## src/sv/wbps_pkg.sv

```systemverilog
// Shared types, constants and helpers for the wildcard byte pattern search.
// No dependencies; imported by every module of the block.
package wbps_pkg;

    localparam int MAX_PATTERN = 16;
    localparam int WIN_DEPTH   = MAX_PATTERN - 1;
    localparam int IDX_W       = $clog2(MAX_PATTERN);
    localparam int LEN_W       = 5;
    localparam int ADDR_W      = 32;
    localparam int PADDR_W     = 6;
    localparam int PDATA_W     = 64;
    localparam int OUT_TDATA_W = 40;

    typedef enum logic [2:0] {
        REG_PATTERN_LOW    = 3'd0,
        REG_PATTERN_HIGH   = 3'd1,
        REG_PATTERN_LENGTH = 3'd2,
        REG_WILDCARD_BYTE  = 3'd3,
        REG_BASE_ADDRESS   = 3'd4
    } reg_index_t;

    typedef struct packed {
        logic [63:0]       pattern_high;
        logic [63:0]       pattern_low;
        logic [LEN_W-1:0]  pattern_length;
        logic [7:0]        wildcard_byte;
        logic [ADDR_W-1:0] base_address;
    } cfg_t;

    // found sits in bit 0 when packed into the output tdata
    typedef struct packed {
        logic [ADDR_W-1:0] match_address;
        logic              found;
    } result_t;

    typedef struct packed {
        logic shift;
        logic clear;
    } cell_ctrl_t;

    // Inactive positions and wildcard pattern bytes always pass.
    function automatic logic byte_ok(input logic [7:0] data,
                                     input logic [7:0] pat,
                                     input logic [7:0] wild,
                                     input logic       active);
        return !active || (pat == wild) || (pat == data);
    endfunction

endpackage

```

## src/sv/wbps_cell.sv

```systemverilog
// One window cell: holds one past byte, compares its incoming byte.
// Depends on wbps_pkg.
module wbps_cell
    import wbps_pkg::*;
(
    input  logic       aclk,
    input  logic       aresetn,
    input  cell_ctrl_t ctrl,
    input  logic [7:0] byte_in,
    input  logic [7:0] pat_byte,
    input  logic [7:0] wildcard_byte,
    input  logic       active,
    output logic [7:0] byte_out,
    output logic       ok
);

    logic [7:0] byte_reg;
    logic [7:0] byte_next;

    always_comb begin
        byte_next = byte_reg;
        if (ctrl.clear) begin
            byte_next = '0;
        end else if (ctrl.shift) begin
            byte_next = byte_in;
        end
    end

    always_ff @(posedge aclk) begin
        if (!aresetn) begin
            byte_reg <= '0;
        end else begin
            byte_reg <= byte_next;
        end
    end

    assign byte_out = byte_reg;
    assign ok       = byte_ok(byte_in, pat_byte, wildcard_byte, active);

endmodule

```

## src/sv/wbps_cfg.sv

```systemverilog
// APB register file: pattern, length, wildcard byte, base address.
// Depends on wbps_pkg.
module wbps_cfg
    import wbps_pkg::*;
(
    input  logic               aclk,
    input  logic               aresetn,
    input  logic               psel,
    input  logic               penable,
    input  logic               pwrite,
    input  logic [PADDR_W-1:0] paddr,
    input  logic [PDATA_W-1:0] pwdata,
    output logic [PDATA_W-1:0] prdata,
    output logic               pready,
    output cfg_t               cfg
);

    cfg_t       cfg_reg;
    cfg_t       cfg_next;
    reg_index_t idx;
    logic       wr_en;

    assign pready = 1'b1;
    assign idx    = reg_index_t'(paddr[PADDR_W-1:3]);
    assign wr_en  = psel && penable && pwrite && pready;

    always_comb begin
        cfg_next = cfg_reg;
        if (wr_en) begin
            unique case (idx)
                REG_PATTERN_LOW:    cfg_next.pattern_low    = pwdata;
                REG_PATTERN_HIGH:   cfg_next.pattern_high   = pwdata;
                REG_PATTERN_LENGTH: cfg_next.pattern_length = pwdata[LEN_W-1:0];
                REG_WILDCARD_BYTE:  cfg_next.wildcard_byte  = pwdata[7:0];
                REG_BASE_ADDRESS:   cfg_next.base_address   = pwdata[ADDR_W-1:0];
                default:            cfg_next = cfg_reg;
            endcase
        end
    end

    always_ff @(posedge aclk) begin
        if (!aresetn) begin
            cfg_reg.pattern_low    <= '0;
            cfg_reg.pattern_high   <= '0;
            cfg_reg.pattern_length <= LEN_W'(1);
            cfg_reg.wildcard_byte  <= '0;
            cfg_reg.base_address   <= '0;
        end else begin
            cfg_reg <= cfg_next;
        end
    end

    always_comb begin
        unique case (idx)
            REG_PATTERN_LOW:    prdata = cfg_reg.pattern_low;
            REG_PATTERN_HIGH:   prdata = cfg_reg.pattern_high;
            REG_PATTERN_LENGTH: prdata = PDATA_W'(cfg_reg.pattern_length);
            REG_WILDCARD_BYTE:  prdata = PDATA_W'(cfg_reg.wildcard_byte);
            REG_BASE_ADDRESS:   prdata = PDATA_W'(cfg_reg.base_address);
            default:            prdata = '0;
        endcase
    end

    assign cfg = cfg_reg;

endmodule

```

## src/sv/wbps_skid.sv

```systemverilog
// Two-entry output buffer (main register plus skid) for result transactions.
// Depends on wbps_pkg.
module wbps_skid
    import wbps_pkg::*;
(
    input  logic    aclk,
    input  logic    aresetn,
    input  logic    in_valid,
    output logic    in_ready,
    input  result_t in_data,
    output logic    out_valid,
    input  logic    out_ready,
    output result_t out_data
);

    logic    main_valid_reg, main_valid_next;
    logic    skid_valid_reg, skid_valid_next;
    result_t main_data_reg,  main_data_next;
    result_t skid_data_reg,  skid_data_next;
    logic    in_fire, out_fire, main_free;

    assign in_ready  = !skid_valid_reg;
    assign in_fire   = in_valid && in_ready;
    assign out_fire  = main_valid_reg && out_ready;
    assign main_free = !main_valid_reg || (out_ready && !skid_valid_reg);

    always_comb begin
        main_valid_next = main_valid_reg;
        skid_valid_next = skid_valid_reg;
        main_data_next  = main_data_reg;
        skid_data_next  = skid_data_reg;
        if (in_fire && main_free) begin
            main_valid_next = 1'b1;
            main_data_next  = in_data;
        end else if (out_fire) begin
            if (skid_valid_reg) begin
                main_data_next  = skid_data_reg;
                skid_valid_next = 1'b0;
            end else begin
                main_valid_next = 1'b0;
            end
        end
        if (in_fire && !main_free) begin
            skid_valid_next = 1'b1;
            skid_data_next  = in_data;
        end
    end

    always_ff @(posedge aclk) begin
        if (!aresetn) begin
            main_valid_reg <= 1'b0;
            skid_valid_reg <= 1'b0;
        end else begin
            main_valid_reg <= main_valid_next;
            skid_valid_reg <= skid_valid_next;
        end
        main_data_reg <= main_data_next;
        skid_data_reg <= skid_data_next;
    end

    assign out_valid = main_valid_reg;
    assign out_data  = main_data_reg;

endmodule

```

## src/sv/wildcard_byte_pattern_search_top.sv

```systemverilog
// Wildcard byte pattern search, top level.
// Throughput: one byte transaction per cycle while s_tready is high, no gaps between regions.
// Result path: the result is registered in the output buffer (main register, or skid while main is stalled).
// Only an output stall with both buffer entries full (main + skid) drops s_tready.
// Reset: synchronous, active-low aresetn; clears window, offset, match state,
// output buffer, and loads register defaults (pattern length 1, rest zero).
module wildcard_byte_pattern_search_top
    import wbps_pkg::*;
(
    input  logic                   aclk,
    input  logic                   aresetn,
    // input stream
    input  logic                   s_tvalid,
    output logic                   s_tready,
    input  logic [7:0]             s_tdata,   // [7:0] data_byte
    input  logic                   s_tlast,   // last byte of the region
    // result stream
    output logic                   m_tvalid,
    input  logic                   m_tready,
    output logic [OUT_TDATA_W-1:0] m_tdata,   // [0] found, [32:1] match_address, rest 0
    // register port
    input  logic                   psel,
    input  logic                   penable,
    input  logic                   pwrite,
    input  logic [PADDR_W-1:0]     paddr,
    input  logic [PDATA_W-1:0]     pwdata,
    output logic [PDATA_W-1:0]     prdata,
    output logic                   pready
);

    cfg_t cfg;

    wbps_cfg u_cfg (
        .aclk    (aclk),
        .aresetn (aresetn),
        .psel    (psel),
        .penable (penable),
        .pwrite  (pwrite),
        .paddr   (paddr),
        .pwdata  (pwdata),
        .prdata  (prdata),
        .pready  (pready),
        .cfg     (cfg)
    );

    // ------------------------------------------------------------------
    // Transaction qualifiers
    // ------------------------------------------------------------------
    logic s_fire;
    logic buf_ready;

    assign s_tready = buf_ready;
    assign s_fire   = s_tvalid && s_tready;

    // ------------------------------------------------------------------
    // Effective pattern length, clamped to the window size.
    // lenm1 is the distance from the match start back to the newest byte;
    // an empty pattern uses zero and matches at the current offset.
    // ------------------------------------------------------------------
    logic [LEN_W-1:0] len_c;
    logic [IDX_W-1:0] lenm1;
    logic [127:0]     pattern;

    assign len_c   = (cfg.pattern_length > LEN_W'(MAX_PATTERN)) ? LEN_W'(MAX_PATTERN)
                                                              : cfg.pattern_length;
    assign lenm1   = (len_c == '0) ? '0 : IDX_W'(len_c - LEN_W'(1));
    assign pattern = {cfg.pattern_high, cfg.pattern_low};

    // Per window position b (0 = current byte): active if b < length,
    // compared against pattern byte lenm1 - b.
    logic [7:0] pos_pat [MAX_PATTERN];
    logic       pos_act [MAX_PATTERN];

    always_comb begin
        logic [IDX_W-1:0] k;
        for (int b = 0; b < MAX_PATTERN; b++) begin
            k          = IDX_W'(lenm1 - IDX_W'(b));
            pos_act[b] = LEN_W'(b) < len_c;
            pos_pat[b] = pattern[8*k +: 8];
        end
    end

    // ------------------------------------------------------------------
    // Cell chain: cell i sees the byte at window position i and keeps it
    // for position i+1 on the next transaction. The last cell's stored byte
    // is the oldest position and is compared here.
    // ------------------------------------------------------------------
    cell_ctrl_t          cell_ctrl;
    logic [7:0]          chain   [WIN_DEPTH+1];
    logic [MAX_PATTERN-1:0] pos_ok;

    assign cell_ctrl.shift = s_fire && !s_tlast;
    assign cell_ctrl.clear = s_fire && s_tlast;
    assign chain[0]        = s_tdata[7:0];

    for (genvar i = 0; i < WIN_DEPTH; i++) begin : g_cell
        wbps_cell u_cell (
            .aclk          (aclk),
            .aresetn       (aresetn),
            .ctrl          (cell_ctrl),
            .byte_in       (chain[i]),
            .pat_byte      (pos_pat[i]),
            .wildcard_byte (cfg.wildcard_byte),
            .active        (pos_act[i]),
            .byte_out      (chain[i+1]),
            .ok            (pos_ok[i])
        );
    end

    assign pos_ok[MAX_PATTERN-1] = byte_ok(chain[WIN_DEPTH], pos_pat[MAX_PATTERN-1],
                                           cfg.wildcard_byte, pos_act[MAX_PATTERN-1]);

    // ------------------------------------------------------------------
    // Region state: saturating offset, first-match flag and address.
    // ------------------------------------------------------------------
    logic [ADDR_W-1:0] offset_reg, offset_next;
    logic              seen_reg,   seen_next;
    logic [ADDR_W-1:0] first_reg,  first_next;
    logic [ADDR_W-1:0] cand_addr;
    logic              hit;

    // match start address, wraps mod 2^32
    assign cand_addr = cfg.base_address + offset_reg - ADDR_W'(lenm1);
    // a window hit counts only once the whole pattern lies inside the region
    assign hit       = !seen_reg && (offset_reg >= ADDR_W'(lenm1)) && (&pos_ok);

    always_comb begin
        offset_next = offset_reg;
        seen_next   = seen_reg;
        first_next  = first_reg;
        if (s_fire) begin
            if (s_tlast) begin
                offset_next = '0;
                seen_next   = 1'b0;
                first_next  = '0;
            end else begin
                if (offset_reg != '1) begin
                    offset_next = offset_reg + ADDR_W'(1);
                end
                if (hit) begin
                    seen_next  = 1'b1;
                    first_next = cand_addr;
                end
            end
        end
    end

    always_ff @(posedge aclk) begin
        if (!aresetn) begin
            offset_reg <= '0;
            seen_reg   <= 1'b0;
            first_reg  <= '0;
        end else begin
            offset_reg <= offset_next;
            seen_reg   <= seen_next;
            first_reg  <= first_next;
        end
    end

    // ------------------------------------------------------------------
    // Result for the tlast byte, into the output buffer.
    // ------------------------------------------------------------------
    result_t res;
    result_t out_res;

    assign res.found         = seen_reg || hit;
    assign res.match_address = seen_reg ? first_reg : (hit ? cand_addr : '0);

    wbps_skid u_skid (
        .aclk      (aclk),
        .aresetn   (aresetn),
        .in_valid  (s_tvalid && s_tlast),
        .in_ready  (buf_ready),
        .in_data   (res),
        .out_valid (m_tvalid),
        .out_ready (m_tready),
        .out_data  (out_res)
    );

    assign m_tdata = OUT_TDATA_W'(out_res);

    // ------------------------------------------------------------------
    // Checks
    // ------------------------------------------------------------------
    a_no_addr_without_match: assert property (@(posedge aclk) disable iff (!aresetn)
        (m_tvalid && !m_tdata[0]) |-> (m_tdata[ADDR_W:1] == '0))
        else $error("result without match carries a nonzero address");

    a_region_cleared: assert property (@(posedge aclk) disable iff (!aresetn)
        (s_fire && s_tlast) |=> ((offset_reg == '0) && !seen_reg && (first_reg == '0)))
        else $error("region state not cleared after last byte");

    a_match_sticky: assert property (@(posedge aclk) disable iff (!aresetn)
        (seen_reg && !(s_fire && s_tlast)) |=> (seen_reg && $stable(first_reg)))
        else $error("first match lost or changed within a region");

    a_offset_monotonic: assert property (@(posedge aclk) disable iff (!aresetn)
        (s_fire && !s_tlast) |=> (offset_reg >= $past(offset_reg)))
        else $error("byte offset wrapped");

endmodule
```

## config.mk

```make
export PLATFORM = sky130hd
export DESIGN_NAME = wildcard_byte_pattern_search_top
export DESIGN_NICKNAME = d
export VERILOG_FILES = /design/src/sv/wbps_pkg.sv /design/src/sv/wbps_cell.sv /design/src/sv/wbps_cfg.sv /design/src/sv/wbps_skid.sv /design/src/sv/wildcard_byte_pattern_search_top.sv
export SDC_FILE = /design/constraint.sdc
export NUM_CORES = 1
export LEC_CHECK = 0
export BUFFER_PORTS_ARGS = -buffer_cell sky130_fd_sc_hd__buf_2
export CAP_MARGIN = 20
export CORE_MARGIN = 2
export CORE_UTILIZATION = 56
export CTS_BUF_LIST = sky130_fd_sc_hd__clkbuf_8 sky130_fd_sc_hd__clkbuf_16
export CTS_CLUSTER_DIAMETER = 30
export DETAILED_ROUTE_END_ITERATION = 8
export PLACE_DENSITY = 0.82
export SLEW_MARGIN = 20
export SYNTH_ARGS = -nofsm -noshare
export SYNTH_HDL_FRONTEND = slang
export SYNTH_HIERARCHICAL = 1
export SYNTH_SLANG_ARGS = --single-unit
```

## constraint.sdc

```tcl
create_clock -name aclk -period 6.34 [get_ports aclk]
set_input_delay 1.585 -clock aclk [delete_from_list [all_inputs] [get_ports aclk]]
set_output_delay 1.585 -clock aclk [all_outputs]
set_load 0.005 [all_outputs]
```

==> results.yml <==
timing:
  rsz0062_at_grt: "no"
  skew_ns: 0.04561
  worst_pin_slew_ns: 1.126
  max_freq_mhz: 166.3
  setup_viol: 0
  hold_viol: 0
  fin_crit_sh_pct: 94.85
  maxSlewHeadroom_pct: 24.96
  slew_viol_final: 0
  fin_crit_ns: 6.013
  setup_tns_ns: 0
clock_network:
  cts_setup_buffers: 0
  cts.sinks: 426
  cts_hold_buf: 0
  cts_inserted_buffers: 88
  root_buffer: "clkbuf_16"
  path_clk_slew_ns: 0.05
  clock_latency_ns: 0.66
  cts_max_level: 3
  clockBufferDepth: 3
  cts_resized: 0
  cts_tree: "built"
floorplan:
  die_width_um: 231.8
  die-area_mm2: 0.05373
  core_area_mm2: 0.05130
  num_io_pins: 193
  fp.dieH_um: 231.8
  fp-row-count: 83
  start_util_pct: 56.65
synth:
  synth_top_cell_by_area: "dfxtp_1"
  netlist_area_mm2: 0.02906
  netlist_top_cells_area: "dfxtp_1 25%, mux2i_1 19%, mux4_2 11%, edfxtp_1 6.8%, xnor2_1 5.7%"
  synth_ff_type: "dfxtp_1"
  synth_edf_count: 66
  synth_top_area_share_pct: 24.80
  synth_seq_cells: 426
  seq_area_frac_synth_pct: 31.62
  synth_cell_types: 80
  synth_commonest_cells: "552 x mux2i_1, 360 x dfxtp_1, 293 x nand2_1"
  avgSynthCellArea_um2: 10.13
  yosysMostFrequentCell: "mux2i_1"
  async_reset_ff_share_pct: 0
  yosysWarnings: 6
  netlist_instances: 2869
critical_path:
  path_cells: "nand2b_1, ha_1, nor3b_2, o21bai_4, inv_1, ha_1, buf_12, mux4_2, mux2i_1, mux2i_1, xor2_1, nor4_1, nand2_1, o211ai_2, nand4_1, nor4_1, and2_1, o21ai_2, buf_12, o22ai_1, mux2_2"
  cp-start-kind: "flip-flop"
  crit_required_ns: 6.87
  critical_path_buf_inv_count: 3
  critPathSlowestCell: "mux4_2"
  crit_path_max_fanout: 33
  critPathKind: "flip-flop to flip-flop"
  crit_arrival_ns: 6.54
  crit_family: "simple AND/OR/NAND/NOR gates"
  cp-end-kind: "flip-flop"
  slowest_delay_ns: 0.64
status:
  outcome: "complete, no violations"
grt:
  grt_overflow: 0
  grt_usage_pct: 34.47
  grt_max_degree: 142
  grt_pass1_wl_mm: 140.3
  grt_pass1_vias: 23070
  antenna_found_initial: 1
routing:
  vias: 23853
  viasPerCell: 6.337
  first_pass_iters: 6
  route.detailed.drc: 0
  detail_route.wl_per_cell_um: 25.03
  drt_first_iter_violations: 2339
  final_antenna_net_count: 0
  drt-total-wl_mm: 94.20
job:
  max-cap-violations: 0
place:
  place_congestion: 1.060
  port_buffers: 181
  hpwl_mm: 70.31
finish:
  antenna_cells: 0
  fill_cells: 3742
  fin_nets: 3163
  drive_gt1_share_pct: 20.53
  largest_reg_flops: 173
  area_growth_pct: 15.97
pwr:
  powerDensity_mw_per_mm2: 255.3
  p_total_mw: 8.604
  leakage_nw: 14.67
  ir_drop_mv: 0.2977
min_path:
  hold_class: "flip-flop to flip-flop"
## worst register-to-register path: stages, from the launching register on
cell	delay [ns]
dfxtp_1	0.50
nand2b_1	0.11
ha_1	0.28
nor3b_2	0.19
o21bai_4	0.19
inv_1	0.07
ha_1	0.56
buf_12	0.28
mux4_2	0.68
mux2i_1	0.22
mux2i_1	0.25
xor2_1	0.22
nor4_1	0.33
nand2_1	0.11
o211ai_2	0.13
nand4_1	0.12
nor4_1	0.53
and2_1	0.32
o21ai_2	0.10
buf_12	0.18
o22ai_1	0.29
mux2_2	0.23
## layer usage
| layer | track usage [%] | share of wire [%] | wire [um] |
|---|---|---|---|
| met2 | 55.12 | 46 | 43010 |
| met4 | 17.07 | 5.1 | 4796 |
| met1 | 44.28 | 40 | 37460 |
| met5 | 0 | 0.019 | 18 |
| met3 | 7.318 | 9.5 | 8917 |
## placed cells by master (no fill, tap or decap), drive strengths merged, types with 8 or more instances in the layout
cell	count
a2bb2oi	24
nor2	210
xor2	139
mux4	140
o21ai	25
mux2	38
ha	66
inv	191
buf	228
bufinv	13
a22oi	10
o22ai	70
nand3	21
edfxtp	66
nand4	50
nor4	42
dfxtp	360
mux2i	552
clkinv	26
nor3	22
nand2b	28
nand2	294
xnor2	189
a21o	13
conb	8
o211ai	20
clkbuf	95
a22o	32
a21oi	28
## stage by stage
stage / utilization (%) / hold slack, ns / area (um^2) / setup WS (ns) / instances
after floorplan: - / 0.4419 / 29080 / 0.04519 / 2875
after global placement: 59.28 / 0.4431 / 30410 / 0.6528 / 3599
after detailed placement: 59.28 / 0.4586 / 30410 / 0.5074 / 3599
after CTS: 65.67 / 0.4624 / 33690 / 0.4406 / 3764
after global routing: 65.70 / 0.4893 / 33700 / 0.01971 / 3764
final: 65.70 / 0.4685 / 33700 / 0.3266 / 3764
## power breakdown
part,internal [mW],switching (mW)
Clock,3.24,1.73
Combinational,0.309,0.485
Sequential,2.81,0.0255
## path summary, 6_finish.rpt
kind / endpoint / slack, ns / cells past startpoint / from
min: u_cfg/cfg[35]$_SDFFE_PN0P_ / 0.47 / 2 / u_cfg/cfg[35]$_SDFFE_PN0P_
min reg2reg: u_cfg/cfg[35]$_SDFFE_PN0P_ / 0.47 / 2 / u_cfg/cfg[35]$_SDFFE_PN0P_
max reg2reg: u_skid/out_data[32]$_DFFE_PP_ / 0.33 / 21 / u_cfg/cfg[41]$_SDFFE_PN0P_
max: u_skid/out_data[32]$_DFFE_PP_ / 0.33 / 21 / u_cfg/cfg[41]$_SDFFE_PN0P_
## layout make-up
type                            count  area [um^2]  area share (%)
Clock inverter                     70        982.2           2.914
Clock buffer                       95         2298           6.820
Sequential cell                   426         9189           27.26
Multi-Input combinational cell   2099        18380           54.52
Tap cell                          680        850.8           2.524
Inverter                          166        623.1           1.849
Timing Repair Buffer              228         1385           4.110
## kinds of logic (layout without fill, tap and decap cells)
kind of cell	after synthesis	in the layout	synth area share [%]
compound gates	268	268	7.112
flops	426	426	31.62
other cells	2	8	0.02584
mux	730	730	31.72
fa+ha+maj	68	68	2.979
simple gates	697	697	10.90
buf+inv	350	559	5.730
xor+xnor	328	328	9.911
Note: power is estimated with default switching activity, not from simulation.
